### src/rtl/evm_sse_pkg.sv
// Shared constants, types and opcode decode for the EVM stack effect engine.
`default_nettype none

package evm_sse_pkg;

    // Stack geometry.
    localparam int StackDepth = 1024;
    localparam int AddrW      = $clog2(StackDepth);
    localparam int CntW       = $clog2(StackDepth + 1);

    // Payload geometry.
    localparam int NumLanes = 4;
    localparam int LaneW    = 64;
    localparam int OpW      = 8;
    localparam int StatusW  = 2;
    localparam int DepthW   = 11;

    // Result status codes.
    localparam logic [StatusW-1:0] StOk      = 2'd0;
    localparam logic [StatusW-1:0] StUnknown = 2'd1;
    localparam logic [StatusW-1:0] StUnder   = 2'd2;
    localparam logic [StatusW-1:0] StOver    = 2'd3;

    // Opcode ranges with special handling.
    localparam logic [OpW-1:0] OpPush1    = 8'h60;
    localparam logic [OpW-1:0] OpPush32   = 8'h7f;
    localparam logic [OpW-1:0] OpDup1     = 8'h80;
    localparam logic [OpW-1:0] OpDup16    = 8'h8f;
    localparam logic [OpW-1:0] OpSwap1    = 8'h90;
    localparam logic [OpW-1:0] OpSwap16   = 8'h9f;
    localparam logic [OpW-1:0] OpDupBase  = 8'h7f;
    localparam logic [OpW-1:0] OpSwapBase = 8'h8e;

    // Source of the word written to a lane memory or loaded into the top register.
    typedef enum logic [1:0] {SelPush, SelZero, SelRd, SelTop} t_sel;

    // Per-beat command from the controller to every lane.
    typedef struct packed {
        logic             rd_en;
        logic [AddrW-1:0] rd_addr;
        logic             wr_en;
        logic [AddrW-1:0] wr_addr;
        t_sel             sel;
        logic             top_ld;
        logic             push_ld;
    } t_lane_ctl;

    // Completion report from the controller to the output stage.
    typedef struct packed {
        logic               valid;
        logic [StatusW-1:0] status;
        logic [CntW-1:0]    count;
    } t_done;

    // Decoded stack effect of one opcode.
    typedef struct packed {
        logic       known;
        logic [2:0] pops;
        logic       push;
    } t_dec;

    function automatic t_dec decode(input logic [OpW-1:0] op);
        t_dec d;
        d = {1'b1, 3'd0, 1'b0};
        if (op inside {[OpPush1:OpPush32]}) begin
            d = {1'b1, 3'd0, 1'b1};
        end else if (op inside {[OpDup1:OpSwap16]}) begin
            d = {1'b1, 3'd0, 1'b0};
        end else begin
            case (op)
                8'h00, 8'h5b, 8'hfe: d = {1'b1, 3'd0, 1'b0};
                8'h01, 8'h02, 8'h03, 8'h04, 8'h05, 8'h06, 8'h07, 8'h0a, 8'h0b,
                8'h10, 8'h11, 8'h12, 8'h13, 8'h14, 8'h16, 8'h17, 8'h18, 8'h1a,
                8'h20: d = {1'b1, 3'd2, 1'b1};
                8'h08, 8'h09, 8'hf0: d = {1'b1, 3'd3, 1'b1};
                8'h15, 8'h19, 8'h31, 8'h35, 8'h3b, 8'h40, 8'h51, 8'h54:
                    d = {1'b1, 3'd1, 1'b1};
                8'h30, 8'h32, 8'h33, 8'h34, 8'h36, 8'h38, 8'h3a, 8'h3d, 8'h41,
                8'h42, 8'h43, 8'h44, 8'h45, 8'h58, 8'h59, 8'h5a:
                    d = {1'b1, 3'd0, 1'b1};
                8'h37, 8'h39, 8'h3e, 8'ha1: d = {1'b1, 3'd3, 1'b0};
                8'h3c, 8'ha2: d = {1'b1, 3'd4, 1'b0};
                8'h50, 8'h56, 8'hff: d = {1'b1, 3'd1, 1'b0};
                8'h52, 8'h53, 8'h55, 8'h57, 8'ha0, 8'hf3, 8'hfd:
                    d = {1'b1, 3'd2, 1'b0};
                8'ha3: d = {1'b1, 3'd5, 1'b0};
                8'ha4: d = {1'b1, 3'd6, 1'b0};
                8'hf1, 8'hf2: d = {1'b1, 3'd7, 1'b1};
                8'hf4, 8'hfa: d = {1'b1, 3'd6, 1'b1};
                default: d = {1'b0, 3'd0, 1'b0};
            endcase
        end
        return d;
    endfunction

endpackage

`default_nettype wire

### src/rtl/evm_sse_ctrl.sv
// Opcode decode, stack bound checks and the per-instruction sequencer that drives all lanes.
`default_nettype none

module evm_sse_ctrl (
    input  wire logic                        i_clk,
    input  wire logic                        i_rst_n,
    input  wire logic                        i_valid,
    input  wire logic [evm_sse_pkg::OpW-1:0] i_opcode,
    input  wire logic                        i_out_free,
    output logic                             o_ready,
    output evm_sse_pkg::t_lane_ctl           o_ctl,
    output evm_sse_pkg::t_done               o_done
);

    localparam int CW = evm_sse_pkg::CntW;
    localparam int AW = evm_sse_pkg::AddrW;
    localparam logic [CW:0] DepthLim = (CW + 1)'(evm_sse_pkg::StackDepth);

    typedef enum logic [1:0] {S_IDLE, S_EXEC, S_SWAP2} t_state;
    typedef enum logic [2:0] {K_ERR, K_NOP, K_PUSH, K_ZERO, K_POP, K_DUP, K_SWAP} t_kind;

    t_state                        r_state, n_state;
    t_kind                         r_kind, n_kind;
    logic [CW-1:0]                 r_count, n_count;
    logic [CW-1:0]                 r_cnt_new, n_cnt_new;
    logic [evm_sse_pkg::StatusW-1:0] r_status, n_status;
    logic [AW-1:0]                 r_wa1, n_wa1;
    logic [AW-1:0]                 r_wa2, n_wa2;
    logic                          r_top_upd, n_top_upd;

    evm_sse_pkg::t_dec             dec;
    logic                          accept;
    logic                          is_push, is_dup, is_swap;
    logic [CW:0]                   cnt_w, k_w, pops_w, push_w, s_w, m_w, mm1_w, t_w, sum_w;
    t_kind                         acc_kind;
    logic [evm_sse_pkg::StatusW-1:0] acc_status;
    logic [CW-1:0]                 acc_cnt;
    logic [AW-1:0]                 acc_rd, acc_wa1;
    logic                          acc_rd_en, acc_top_upd;

    // No beat is taken while reset is held, since the sequencer would drop it.
    assign o_ready = i_rst_n && (r_state == S_IDLE);
    assign accept  = i_valid && o_ready;

    // Decode and bound checks for the beat being offered.
    always_comb begin
        dec     = evm_sse_pkg::decode(i_opcode);
        is_push = i_opcode inside {[evm_sse_pkg::OpPush1:evm_sse_pkg::OpPush32]};
        is_dup  = i_opcode inside {[evm_sse_pkg::OpDup1:evm_sse_pkg::OpDup16]};
        is_swap = i_opcode inside {[evm_sse_pkg::OpSwap1:evm_sse_pkg::OpSwap16]};
        cnt_w   = {1'b0, r_count};
        pops_w  = (CW + 1)'(dec.pops);
        push_w  = (CW + 1)'(dec.push);
        if (is_dup) begin
            k_w = (CW + 1)'(i_opcode - evm_sse_pkg::OpDupBase);
        end else begin
            k_w = (CW + 1)'(i_opcode - evm_sse_pkg::OpSwapBase);
        end
        s_w   = cnt_w - k_w;
        t_w   = cnt_w - (CW + 1)'(1);
        m_w   = cnt_w - pops_w;
        mm1_w = m_w - (CW + 1)'(1);
        sum_w = m_w + push_w;

        acc_status  = evm_sse_pkg::StOk;
        acc_kind    = K_ERR;
        acc_cnt     = r_count;
        acc_rd_en   = 1'b0;
        acc_rd      = s_w[AW-1:0];
        acc_wa1     = m_w[AW-1:0];
        acc_top_upd = 1'b0;

        if (!dec.known) begin
            acc_status = evm_sse_pkg::StUnknown;
        end else if (is_dup) begin
            if (cnt_w < k_w) begin
                acc_status = evm_sse_pkg::StUnder;
            end else if (cnt_w >= DepthLim) begin
                acc_status = evm_sse_pkg::StOver;
            end else begin
                acc_kind  = K_DUP;
                acc_cnt   = CW'(cnt_w + (CW + 1)'(1));
                acc_rd_en = 1'b1;
                acc_wa1   = r_count[AW-1:0];
            end
        end else if (is_swap) begin
            if (cnt_w < k_w) begin
                acc_status = evm_sse_pkg::StUnder;
            end else begin
                acc_kind  = K_SWAP;
                acc_rd_en = 1'b1;
                acc_wa1   = s_w[AW-1:0];
            end
        end else if (cnt_w < pops_w) begin
            acc_status = evm_sse_pkg::StUnder;
        end else if (sum_w > DepthLim) begin
            acc_status = evm_sse_pkg::StOver;
        end else begin
            acc_cnt = sum_w[CW-1:0];
            if (is_push) begin
                acc_kind = K_PUSH;
            end else if (dec.push) begin
                acc_kind = K_ZERO;
            end else if (dec.pops != 3'd0) begin
                // The new top must be fetched unless the stack empties.
                acc_kind    = K_POP;
                acc_rd_en   = (m_w != '0);
                acc_top_upd = (m_w != '0);
                acc_rd      = mm1_w[AW-1:0];
            end else begin
                acc_kind = K_NOP;
            end
        end
    end

    // Sequencer and lane commands.
    always_comb begin
        n_state   = r_state;
        n_kind    = r_kind;
        n_count   = r_count;
        n_cnt_new = r_cnt_new;
        n_status  = r_status;
        n_wa1     = r_wa1;
        n_wa2     = r_wa2;
        n_top_upd = r_top_upd;

        o_ctl.rd_en   = accept && acc_rd_en;
        o_ctl.rd_addr = acc_rd;
        o_ctl.push_ld = accept;
        o_ctl.wr_en   = 1'b0;
        o_ctl.wr_addr = r_wa1;
        o_ctl.sel     = evm_sse_pkg::SelZero;
        o_ctl.top_ld  = 1'b0;

        o_done.valid  = 1'b0;
        o_done.status = r_status;
        o_done.count  = r_cnt_new;

        case (r_state)
            S_IDLE: begin
                if (accept) begin
                    n_state   = S_EXEC;
                    n_kind    = acc_kind;
                    n_cnt_new = acc_cnt;
                    n_status  = acc_status;
                    n_wa1     = acc_wa1;
                    n_wa2     = t_w[AW-1:0];
                    n_top_upd = acc_top_upd;
                end
            end
            S_EXEC: begin
                if (r_kind == K_SWAP) begin
                    // Old top goes down to the deeper slot first.
                    o_ctl.wr_en = 1'b1;
                    o_ctl.sel   = evm_sse_pkg::SelTop;
                    n_state     = S_SWAP2;
                end else if (i_out_free) begin
                    o_done.valid = 1'b1;
                    n_count      = r_cnt_new;
                    n_state      = S_IDLE;
                    case (r_kind)
                        K_PUSH: begin
                            o_ctl.wr_en  = 1'b1;
                            o_ctl.top_ld = 1'b1;
                            o_ctl.sel    = evm_sse_pkg::SelPush;
                        end
                        K_ZERO: begin
                            o_ctl.wr_en  = 1'b1;
                            o_ctl.top_ld = 1'b1;
                            o_ctl.sel    = evm_sse_pkg::SelZero;
                        end
                        K_DUP: begin
                            o_ctl.wr_en  = 1'b1;
                            o_ctl.top_ld = 1'b1;
                            o_ctl.sel    = evm_sse_pkg::SelRd;
                        end
                        K_POP: begin
                            o_ctl.top_ld = r_top_upd;
                            o_ctl.sel    = evm_sse_pkg::SelRd;
                        end
                        default: begin
                        end
                    endcase
                end
            end
            S_SWAP2: begin
                if (i_out_free) begin
                    o_ctl.wr_en   = 1'b1;
                    o_ctl.wr_addr = r_wa2;
                    o_ctl.sel     = evm_sse_pkg::SelRd;
                    o_ctl.top_ld  = 1'b1;
                    o_done.valid  = 1'b1;
                    n_count       = r_cnt_new;
                    n_state       = S_IDLE;
                end
            end
            default: n_state = S_IDLE;
        endcase
    end

    always_ff @(posedge i_clk) begin
        if (!i_rst_n) begin
            r_state <= S_IDLE;
            r_count <= '0;
        end else begin
            r_state   <= n_state;
            r_count   <= n_count;
            r_kind    <= n_kind;
            r_cnt_new <= n_cnt_new;
            r_status  <= n_status;
            r_wa1     <= n_wa1;
            r_wa2     <= n_wa2;
            r_top_upd <= n_top_upd;
        end
    end

endmodule

`default_nettype wire

### config.mk
export PLATFORM = sky130hd
export DESIGN_NAME = evm_sse_ctrl
export DESIGN_NICKNAME = d
export VERILOG_FILES = /design/src/rtl/evm_sse_pkg.sv /design/src/rtl/evm_sse_ctrl.sv
export SDC_FILE = /design/constraint.sdc
export NUM_CORES = 1
export LEC_CHECK = 0
export ABC_AREA = 1
export BUFFER_PORTS_ARGS = -buffer_cell sky130_fd_sc_hd__buf_2
export CORE_MARGIN = 4
export CORE_UTILIZATION = 35
export CTS_CLUSTER_SIZE = 12
export DETAILED_ROUTE_END_ITERATION = 16
export HOLD_SLACK_MARGIN = 0.02
export PLACE_DENSITY_LB_ADDON = 0.3
export SYNTH_ARGS = -nofsm -noshare
export SYNTH_HDL_FRONTEND = slang
export SYNTH_SLANG_ARGS = --single-unit
export TNS_END_PERCENT = 50
### constraint.sdc
create_clock -name i_clk -period 4.7 [get_ports i_clk]
set_input_delay 0.47 -clock i_clk [delete_from_list [all_inputs] [get_ports i_clk]]
set_output_delay 0.47 -clock i_clk [all_outputs]
set_load 0.01 [all_outputs]
-- After elaboration in Yosys (flattened, before gate mapping)
Memory sizes are Yosys's and may differ from the RTL's.
Cells that the tools add are included.
- register bits: 50
- ROM bits: 1280
- bits of input ports: 12
- output and inout port bits: 41
- memories: 1
- memory list (name ; depth ; width ; rd ports ; clocked after Yosys merged registers in ; write ports ; RTL line ; text):
    (name not given) ; 256 ; 5 ; 1 ; 0 ; 0 ; evm_sse_pkg.sv:70 ; case (op)
- add/sub/neg operators: 8
- order comparisons: 10
- equality and inequality tests: 9
- multiplexer cells: 73
- bitwise gates (word level): 1
- reductions and logical operators: 15
- operators with widths (cell ; number):
    10-bit 2-to-1 mux ; 15
    11-bit 2-to-1 mux ; 9
    3-bit 2-to-1 mux ; 11
    2-bit 2-to-1 mux ; 11
    11-bit case mux with 2 select lines ; 1
    10-bit by 1-bit subtractor with 10-bit output, second input constant ; 2
    1-bit 2-to-1 mux ; 17
    8-bit >= comparator, second input constant ; 2
    8-bit <= comparator, second input constant ; 2
    14-bit 2-to-1 mux ; 1
    12-bit by 1-bit adder with 12-bit output ; 1
    12-bit by 11-bit greater-than comparator with 1-bit output, second input constant ; 1
    11-bit by 12-bit less-than comparator with 1-bit output ; 1
    12-bit 2-to-1 mux ; 1
    3-bit case mux with 4 select lines ; 1
    12-bit nonzero test ; 1
    11-bit by 3-bit subtractor with 12-bit output ; 1
    11-bit by 1-bit adder with 11-bit output, second input constant ; 1
    11-bit >= comparator, second input constant ; 1
    11-bit by 3-bit less-than comparator with 1-bit output ; 1
    5-bit 2-to-1 mux ; 2
    10-bit subtractor ; 1
    3-bit == test, second input constant ; 3
    8-bit by 7-bit subtractor with 9-bit output, second input constant ; 1
    other kinds (18) ; 28

-- Logic depth before layout (Yosys ltp)
Gate-level depths: netlist of the first run.
- word-level depth: 15
- mapped depth: 38
- depth with buffers taken out: 38

-- Worst setup path before layout of the first run
OpenSTA, ideal clock, no wires.
- path kind: input to output
- from: input i_opcode[2] (netlist bit)
- to: output o_ctl[20] (netlist bit)
- arrival time: 3949 ps
- data required time: 4230 ps
- path slack: 281 ps
- cell stages on the path: 32
- buffers on the path: 2
- cell sequence: buf_2 clkinv_1 a21oi_1 o21ai_0 o21ai_0 a21oi_1 o21ai_0 o211ai_1 nand2_1 nand2_1 inv_1 ha_1 inv_1 fa_1 ha_1 inv_1 nor2_1 nand3_2 nor2_2 inv_1 nand2_1 nand2_1 nor2_1 nand2_1 nand2_2 nand2_4 inv_6 nand2_4 nor2_4 nand2_2 buf_6 a21oi_1
- RTL lines (what ; RTL line ; text):
    start: declaration ; evm_sse_ctrl.sv:8 ; input wire logic [evm_sse_pkg::OpW-1:0] i_opcode,
    end: declaration ; evm_sse_ctrl.sv:11 ; output evm_sse_pkg::t_lane_ctl o_ctl,

==> summary.txt, run 1 <==
Outcome: complete, but fails checks
Failing checks: negative setup slack
Met3 WL: 1.08 mm
Post-synthesis compound-gate area fraction: 0.146
Post-synthesis register bit count: 50
Simple-Gate Fraction of Synth Area: 0.359
Antenna diode count: 0
Syn Area/Cell: 6.74 um^2
Starting density of the core: 0.358
Worst skew pair latency: 0.29 ns
Fin Setup TNS: -0.0576 ns
Final Hold Vio Count: 0
Largest family of logic cells by synthesized area: simple AND/OR/NAND/NOR gates
Syn Inst Count: 772
DR top layer: met4
Clock Path Buffers: 2
R2R setup slack: 1.29 ns
Unique masters post-synth: 47
Most frequent cells in the layout: 192 x nand2_1, 109 x buf_4, 77 x inv_1
Die H: 130 um
Fillers: 1,498
Sink Count: 50
I/O Buffers: 52
GRT Total Usage: 0.207
Fin crit period: 4.75 ns
Most common cell after layout, fill and taps aside: nand2_1
Drt first pass iters: 5
Hold Path Stages: 2
Syn nets: 818
Antenna Violating Nets Remaining: 0
DR WL met2: 7.92 mm
Post-synth EDFFs: 37
Worst Path Max Fanout: 8
Setup Crit Path Kind: primary input to output port
Drt via density: 5.08
Final setup violation count: 3
Clock power frac: 0.132
Worst slew pin tran: 1.01 ns
Worst Path Required: 4.23 ns
Core area: 14,500 um^2
Clk root buf: clkbuf_16
Power per cell area: 367 nW/um^2
Asr flop ratio synth: 0
Period utilization: 1.01
Initial antenna violation count: 0
Hold Buf Count CTS: 0
Placer Congestion: 0.949
Post-synthesis sequential area ratio: 0.264
Largest cells by area after synthesis: edfxtp_1 21%, nand2_1 14%, ha_1 7.7%, nor2_1 6.8%, inv_1 6.0%
Crit. End Element: output port
Grt total ovfl: 0
Layout area overhead: 33.5%
Leak Pwr: 3.34 nW
Share of post-route cells with drive strength above 1: 0.304
Nets: 967
CP max stage delay: 0.62 ns
Cell taking the most area after synthesis: edfxtp_1
Main synth FF type: edfxtp_1
Setup Skew: 0.00252 ns
H-tree levels: 2
Unrepaired setup endpoints after global routing: true
Via count: 5,615
Largest net degree at the start of global routing: 38
FMAX: 211 MHz
Total power: 2.55 mW
Yosys top cell area share: 0.214
Flop pwr share: 0.238
Final worst slack: -0.0484 ns
IO Pins: 53
Worst-path clk slew: 0.06 ns
TritonCTS buffer count: 5
Max cap viols: 0
CTS tree: done
Hold crit path type: flop to flop
Die area: 16,900 um^2
Post-Synth Adder-Cell Area: 0.0846
Reg2Reg Depth: 22
Startpoint Class: primary input
DP Area: 6360 um^2
Post-synthesis mux area share: 0.00192
Place WS: -0.127 ns
Int Power: 1.43 mW
# DRC: 0
Logic pwr share: 0.630
CP max stage cell: fa_2
Max-slew headroom: 0.326
First-pass GRT wire length: 27.4 mm
Design Area, Final: 6950 um^2
CP arrival: 4.28 ns
Post-synthesis xor/xnor area fraction: 0.0483
Drt wl/cell: 15.7 um
Detailed placement HPWL: 14.0 mm
Drt total wl: 17.4 mm
Most numerous cell on the critical path: nand2_1
Std cell rows: 44
Sw Share: 0.440
Sw power: 1.12 mW
Ys Warns: 0
Max IR drop VDD: 0.180 mV
Die width: 130 um
Worst hold slack: 0.509 ns
Max-slew violations: 0
Vias in the first global route: 5,289
Wl on met1: 7.82 mm
Initial DRC count: 396
Post-synthesis cell area: 5200 um^2
registers in the layout, indices dropped and copies added, names as in the netlist:
register / cells
r_kind: 3
r_cnt_new: 11
r_state: 2
r_count: 11
r_wa2: 10
r_status: 2
r_wa1: 10
r_top_upd: 1
final cells by class:
| class | count | area (um^2) | share of cell area |
|---|---|---|---|
| clock buffers | 6 | 129 | 0.0185 |
| clock inverters | 2 | 8.76 | 0.00126 |
| inverters | 99 | 392 | 0.0564 |
| multi-input cells | 599 | 3630 | 0.523 |
| flip-flops and latches | 50 | 1370 | 0.197 |
| well taps | 184 | 230 | 0.0331 |
| repair buffers | 166 | 1180 | 0.170 |
metrics by stage:
step,instances,utilization
finish,1106,0.478
global route,1106,0.478
CTS,1097,0.454
detailed placement,1083,0.437
global placement,1083,0.437
floorplan,772,-
worst paths after layout:
check / from / end
worst max register to register: r_count[0]$_SDFFE_PN0P_ / r_cnt_new[1]$_DFFE_PP_
worst min register to register: r_state[1]$_SDFFE_PN0P_ / r_state[1]$_SDFFE_PN0P_
worst min-delay path: r_state[1]$_SDFFE_PN0P_ / r_state[1]$_SDFFE_PN0P_
worst max-delay path: i_opcode[2] / o_ctl[21]
critical path, delay by kind of cell:
kind / cells / cell delay [ns]
and+or+nand+nor: 19 / 1.66
buffers and inverters: 8 / 0.90
adders and majority gates: 2 / 0.78
AOI/OAI and AO/OA: 2 / 0.27
xor gates and xnor gates: 1 / 0.19
cell usage after synthesis, drive strengths merged (13+ instances only):
cell / count
nand2: 217
nor2: 106
inv: 94
nand3: 57
edfxtp: 37
o21ai: 37
a21oi: 35
ha: 32
xor2: 25
nor3: 21
clkbuf: 13
dfxtp: 13
cell families after synthesis:
family / after synthesis
buf+inv: 123
compound gates: 124
xor+xnor: 27
flops: 50
mux: 1
simple gates: 413
fa+ha+maj: 34
layer usage:
layer | up-vias | global-route usage
li1 | 2856 | -
met5 | - | 0
met1 | 2520 | 0.286
met4 | 0 | 0.0740
met2 | 197 | 0.337
met3 | 42 | 0.0205
what timing repair did:
item / CTS / global route
setup endpoints to repair: 11 / 11
pin swaps: 10 / 28
resized for setup: 24 / 80
buffers inserted: 6 / 9
power groups by stage:
stage | Clock, mW | Combinational, mW | Sequential [mW]
after global placement | 0 | 1.43 | 0.615
after global routing | 0.359 | 1.76 | 0.614
after CTS | 0.343 | 1.48 | 0.608
final | 0.337 | 1.61 | 0.608
after floorplan | 0 | 0.855 | 0.605
after detailed placement | 0 | 1.43 | 0.617
Power figures use the tool's default switching activity.
==> inputs of run 2 (changes only) <==
Settings changed: BUFFER_PORTS_ARGS -buffer_cell sky130_fd_sc_hd__buf_2 to -buffer_cell sky130_fd_sc_hd__clkbuf_2, SETUP_SLACK_MARGIN from default to 0.02.
==> run 2 against run 1 <==
  * Cell area grew 0.11%
  * Clock-buffer cell count is the same
  * Largest power group unchanged
  * Highest routed layer unchanged
  * Sequential share of layout area is essentially flat
  * Power shrank 0.86%
  * The run still ends with negative setup slack left
  * Critical endpoint is now o_ctl[20]
  * Via count grew 1.4%
  * Clock skew grew 0.0035 ns
  * Critical path depth grew 1
  * Routed wire length shrank 0.37%
==> summary.txt, run 2 (synthesis gave the netlist of run 1 again) <==
Max IR drop VDD: 0.176 mV (-2.5%)
Hold Path Stages: 2 (unchanged)
Grt total ovfl: 0 (unchanged)
CP max stage delay: 0.36 ns (-0.26 ns)
Placer Congestion: 0.979 (+3.2%)
Final Hold Vio Count: 0 (unchanged)
Drt via density: 5.11 (+0.61%)
Sink Count: 50 (unchanged)
Detailed placement HPWL: 14.0 mm (+0.16%)
Core area: 14,500 um^2 (unchanged)
Starting density of the core: 0.358 (unchanged)
Period utilization: 1.00 (-0.00965)
Reg2Reg Depth: 16 (-27%)
Startpoint Class: primary input
H-tree levels: 2 (unchanged)
Antenna Violating Nets Remaining: 0 (unchanged)
Layout area overhead: 33.7%
Most frequent cells in the layout: 189 x nand2_1, 117 x buf_4, 80 x nor2_1
Max cap viols: 0 (unchanged)
DP Area: 6390 um^2 (+0.55%)
Max-slew violations: 0 (unchanged)
Clock Path Buffers: 2 (unchanged)
Nets: 976 (+0.93%)
Die area: 16,900 um^2 (unchanged)
Largest net degree at the start of global routing: 38 (unchanged)
Setup Crit Path Kind: primary input to output port
GRT Total Usage: 0.206 (-0.00109)
Fin crit period: 4.70 ns (-0.0453 ns)
CTS tree: done
Initial DRC count: 356 (-10%)
Most numerous cell on the critical path: nand2_1
Final setup violation count: 1 (-2)
Post-layout util: 0.479 (+0.000516)
FMAX: 213 MHz (+0.96%)
Unrepaired setup endpoints after global routing: true
Std cell rows: 44 (unchanged)
Via count: 5,695 (+1.4%)
Worst skew pair latency: 0.29 ns (about the same)
Max-slew headroom: 0.317 (-0.00866)
Drt total wl: 17.3 mm (-0.37%)
Leak Pwr: 3.38 nW (+1.1%)
Share of post-route cells with drive strength above 1: 0.307 (+0.00351)
Critical R2R Launch: r_count[0]$_SDFFE_PN0P_
TritonCTS buffer count: 5 (unchanged)
Clk root buf: clkbuf_16
Antenna diode count: 0 (unchanged)
R2r endpoint: r_wa1[3]$_DFFE_PP_
Failing checks: negative setup slack
I/O Buffers: 52 (unchanged)
Initial antenna violation count: 0 (unchanged)
Final worst slack: -0.00306 ns (+0.0453 ns)
IO Pins: 53 (unchanged)
# DRC: 0 (unchanged)
Hold crit path type: flop to flop
Hold_sp: r_state[1]$_SDFFE_PN0P_
Die H: 130 um (unchanged)
Drt first pass iters: 5 (unchanged)
CP arrival: 4.23 ns (-0.05 ns)
Largest regs: r_cnt_new x11, r_count x11
Vias in the first global route: 5,378 (+1.7%)
Hold EP: r_state[1]$_SDFFE_PN0P_
Outcome: complete, but fails checks
Design Area, Final: 6960 um^2 (+0.11%)
Crit. End Element: output port
Total power: 2.53 mW (-0.86%)
Setup Skew: 0.00600 ns (+0.00348 ns)
Most common cell after layout, fill and taps aside: nand2_1
Die width: 130 um (unchanged)
Worst Path Required: 4.23 ns (about the same)
Worst Path Max Fanout: 7 (-1)
Drt wl/cell: 15.5 um (-1.2%)
First-pass GRT wire length: 27.4 mm (+0.10%)
Worst slew pin tran: 1.02 ns (+0.0130 ns)
Worst-path clk slew: 0.06 ns (about the same)
R2R setup slack: 1.30 ns (about the same)
Power per cell area: 364 nW/um^2 (-0.97%)
CP max stage cell: a221oi_1
==> run 2: changes by cell type in the layout (fill, tap and decap cells not counted), sizes merged <==
cell | previous run | this run
clkbuf | 6 | 48
buf | 166 | 133
==> run 2: where the power goes <==
part / internal (mW) / switching (mW) / leakage (nW)
Sequential: 0.563 / 0.0428 / 0.449
Combinational: 0.662 / 0.928 / 2.86
Clock: 0.194 / 0.140 / 0.0683
Total: 1.42 / 1.11 / 3.38
==> run 2: through the flow <==
step	std cells	TNS, ns	worst slack, ns	hold slack [ns]
2_1_floorplan	772	0	0.281	0.476
3_3_place_gp	1091	-0.474	-0.0893	0.498
3_5_place_dp	1091	-0.503	-0.0849	0.496
4_1_cts	1107	0	0.0236	0.504
5_1_grt	1115	-2.72	-0.299	0.533
6_report	1115	-0.00306	-0.00306	0.503
==> run 2: timing repair <==
item / 4_1_cts / 5_1_grt
pin swaps: 7 / 29
setup endpoints to repair: 11 / 11
buffers inserted: 8 / 8
hold buffers: 0 / 0
gates resized for setup: 33 / 74
==> run 2: layout make-up <==
class / count / area (um^2)
Fill cell: 1467 / 7580
Timing Repair Buffer: 175 / 1240
Tap cell: 184 / 230
Clock inverter: 2 / 8.76
Sequential cell: 50 / 1370
Inverter: 99 / 387
Clock buffer: 6 / 129
Multi-Input combinational cell: 599 / 3590
==> run 2: worst max path at each step <==
stage | depth (start not counted) | endpoint | start
floorplan | 32 | o_ctl[20] | i_opcode[2]
global placement | 26 | o_ctl[25] | i_opcode[1]
detailed placement | 34 | o_ctl[23] | i_opcode[1]
CTS | 36 | o_ctl[21] | i_opcode[1]
global route | 35 | o_ctl[20] | i_opcode[1]
finish | 33 | o_ctl[20] | i_opcode[1]
==> run 2: worst max-delay path, delay by kind of cell <==
kind | cells | cell delay, ns
buffers and inverters | 11 | 1.08
and+or+nand+nor | 15 | 1.39
AOI/OAI and AO/OA | 4 | 0.65
adders and majority gates | 3 | 0.62
==> run 2: per-layer routing <==
metal	vias to the layer above	GRT usage	routed length (um)
met4	0	0.0837	650
li1	2880	-	-
met1	2569	0.282	7780
met5	-	0	0
met3	41	0.0242	1120
met2	205	0.331	7770
==> inputs of run 3 (changes only) <==
Settings changed: CORE_UTILIZATION 35 to 60, CTS_CLUSTER_DIAMETER from default to 60.
==> run 3 against run 2 <==
  * The flow still finishes with violations (negative setup slack)
  * Fmax down 2.0%
  * Worst setup slack worse by 0.096 ns
  * Sequential cell count unchanged
  * Combinational power down 3%
  * Critical path depth up 1
  * Non-clock buffer count down 29
  * Cell area down 5.3%
  * Register-to-register slack worse by 0.11 ns
  * Cell count down 9.7%
  * First-iteration DRC count up 98%
  * Hold slack better by 0.016 ns
  * Critical path type unchanged
==> summary.txt, run 3 (synthesis gave the netlist of run 1 again) <==
Share of post-route cells with drive strength above 1: 0.285 (-0.0223)
Most numerous cell on the critical path: nand2_1
Most common cell after layout, fill and taps aside: nand2_1
Via count: 6,073 (+6.6%)
R2R setup slack: 1.19 ns (-0.11 ns)
Reg2Reg Depth: 16 (unchanged)
Sw Share: 0.462 (+0.0233)
Startpoint Class: primary input
First-pass GRT wire length: 27.9 mm (+1.7%)
Critical R2R Launch: r_count[0]$_SDFFE_PN0P_
Die area: 10,200 um^2 (-39%)
Drt wl/cell: 17.7 um (+14%)
CP max stage cell: fa_2
Initial DRC count: 704 (+98%)
Worst Path Required: 4.23 ns (about the same)
CP arrival: 4.33 ns (+0.10 ns)
Final Hold Vio Count: 0 (unchanged)
Worst-path clk slew: 0.09 ns (+0.03 ns)
Drt via density: 6.03 (+18%)
Sw power: 1.13 mW (+1.7%)
CTS tree: done
Layout area overhead: 26.6%
Placed Instances: 987 (-9.5%)
Final worst slack: -0.0986 ns (-0.0955 ns)
FMAX: 208 MHz (-2.0%)
Drt first pass iters: 6 (+1)
Die H: 101 um (-22%)
Period utilization: 1.02 (+0.0203)
Initial antenna violation count: 0 (unchanged)
Leak Pwr: 3.21 nW (-5.0%)
Std cell rows: 33 (-25%)
CP bufs+invs: 10 (-1)
Setup Skew: 0.0115 ns (+0.00554 ns)
Max-slew headroom: 0.296 (-0.0206)
Core area: 8340 um^2 (-43%)
Worst Path Max Fanout: 6 (-1)
Setup Crit Path Kind: primary input to output port
Fin crit period: 4.80 ns (+0.0955 ns)
Failing checks: negative setup slack
# DRC: 0 (unchanged)
Int Power: 1.31 mW (-7.4%)
R2r endpoint: r_wa1[2]$_DFFE_PP_
Most frequent cells in the layout: 193 x nand2_1, 91 x buf_4, 81 x nor2_1
Drt total wl: 17.9 mm (+3.2%)
Final setup violation count: 10 (+9)
CP top delay family: simple AND/OR/NAND/NOR gates
H-tree levels: 2 (unchanged)
Worst slew pin tran: 1.05 ns (+0.0308 ns)
Power per cell area: 371 nW/um^2 (+2.0%)
Sink Count: 50 (unchanged)
Antenna diode count: 0 (unchanged)
CP endpoint: o_ctl[22]
Total power: 2.44 mW (-3.4%)
Met3 global-route usage: 0.0427 (+0.0185)
M2 GR Usage: 0.577 (+0.246)
Worst Setup SP: i_opcode[1]
Die width: 101 um (-22%)
Met1 usage: 0.445 (+0.163)
Final Non-Filler Cells: 1,007 (-9.7%)
Clock Path Buffers: 2 (unchanged)
Grt total ovfl: 0 (unchanged)
Detailed placement HPWL: 13.6 mm (-3.1%)
Max cap viols: 0 (unchanged)
Clk root buf: clkbuf_8
Vias in the first global route: 5,707 (+6.1%)
Stages on worst setup path: 34 (+3.0%)
Nets: 947 (-3.0%)
Unrepaired setup endpoints after global routing: true
Placer Congestion: 1.06 (+8.8%)
Clock power frac: 0.115 (-0.017)
Logic pwr share: 0.635 (+0.007)
Starting density of the core: 0.624 (+0.266)
Largest net degree at the start of global routing: 38 (unchanged)
Hold crit path type: flop to flop
Crit. End Element: output port
IO Pins: 53 (unchanged)
Worst skew pair latency: 0.31 ns (+0.02 ns)
Most Crowded Layer GR: met2
GRT Total Usage: 0.344 (+0.138)
Flop pwr share: 0.250 (+0.010)
CP max stage delay: 0.47 ns (+0.11 ns)
Max IR drop VDD: 0.232 mV (+32%)
Outcome: complete, but fails checks
Antenna Violating Nets Remaining: 0 (unchanged)
Largest regs: r_cnt_new x11, r_count x11
Hold Buf Count CTS: 0 (unchanged)
Max-slew violations: 0 (unchanged)
Fillers: 609 (-58%)
TritonCTS buffer count: 5 (unchanged)
I/O Buffers: 52 (unchanged)
[run 3: cell types whose count changed in the layout (fill, tap and decap cells not counted), sizes merged]
cell	previous run	this run
clkbuf	48	51
clkinv	7	6
buf	133	102
[run 3: power groups by stage]
stage | combinational, mW | sequential [mW] | clock, mW
after detailed placement | 1.36 | 0.618 | 0
after CTS | 1.43 | 0.609 | 0.279
after floorplan | 0.855 | 0.605 | 0
final | 1.55 | 0.611 | 0.281
after global placement | 1.33 | 0.615 | 0
after global routing | 1.67 | 0.615 | 0.297
[run 3: per-stage QoR]
stage	TNS, ns	util	instance area, um^2	hold WS (ns)	setup WS, ns
6_report	-0.725	0.790	6590	0.519	-0.0986
5_1_grt	-3.17	0.790	6590	0.550	-0.334
4_1_cts	0	0.767	6390	0.520	0.0242
3_5_place_dp	-1.13	0.731	6090	0.507	-0.140
3_3_place_gp	-0.606	0.731	6090	0.488	-0.0690
2_1_floorplan	0	-	5200	0.476	0.281
[run 3: worst min-delay path: cells and delay by family (launching register included)]
kind               cells  cell delay, ns
AOI/OAI and AO/OA      1            0.06
DFF                    1            0.35
and+or+nand+nor        1            0.07
[run 3: worst min path at each step]
stage	cells after the start	slack (ns)	start	to
after floorplan	2	0.48	r_state[1]$_SDFFE_PN0P_	r_state[1]$_SDFFE_PN0P_
after global placement	2	0.49	r_state[1]$_SDFFE_PN0P_	r_state[1]$_SDFFE_PN0P_
after detailed placement	2	0.51	r_state[0]$_SDFFE_PN0P_	r_state[0]$_SDFFE_PN0P_
after CTS	2	0.52	r_state[0]$_SDFFE_PN0P_	r_state[0]$_SDFFE_PN0P_
after global routing	2	0.55	r_state[0]$_SDFFE_PN0P_	r_state[0]$_SDFFE_PN0P_
final	2	0.52	r_state[0]$_SDFFE_PN0P_	r_state[0]$_SDFFE_PN0P_
[run 3: layout make-up]
cell class,count,area (um^2),area share
tap,105,131,0.0199
clock buffer,7,96.3,0.0146
sequential,50,1370,0.208
inverter,99,392,0.0594
clock inverter,1,8.76,0.00133
timing repair buffer,146,993,0.151
multi-input combinational,599,3590,0.546
[run 3: repair_timing]
action                     in CTS  in global routing
gates resized for setup        43                 57
setup endpoints to repair      11                 11
pin swaps                      12                 27
setup buffers                   8                  4
[run 3: routing by layer]
metal / wire length, um / up-vias
met2: 8450 / 422
li1: - / 2821
met1: 6520 / 2744
met5: 0 / -
met3: 2040 / 86
met4: 859 / 0
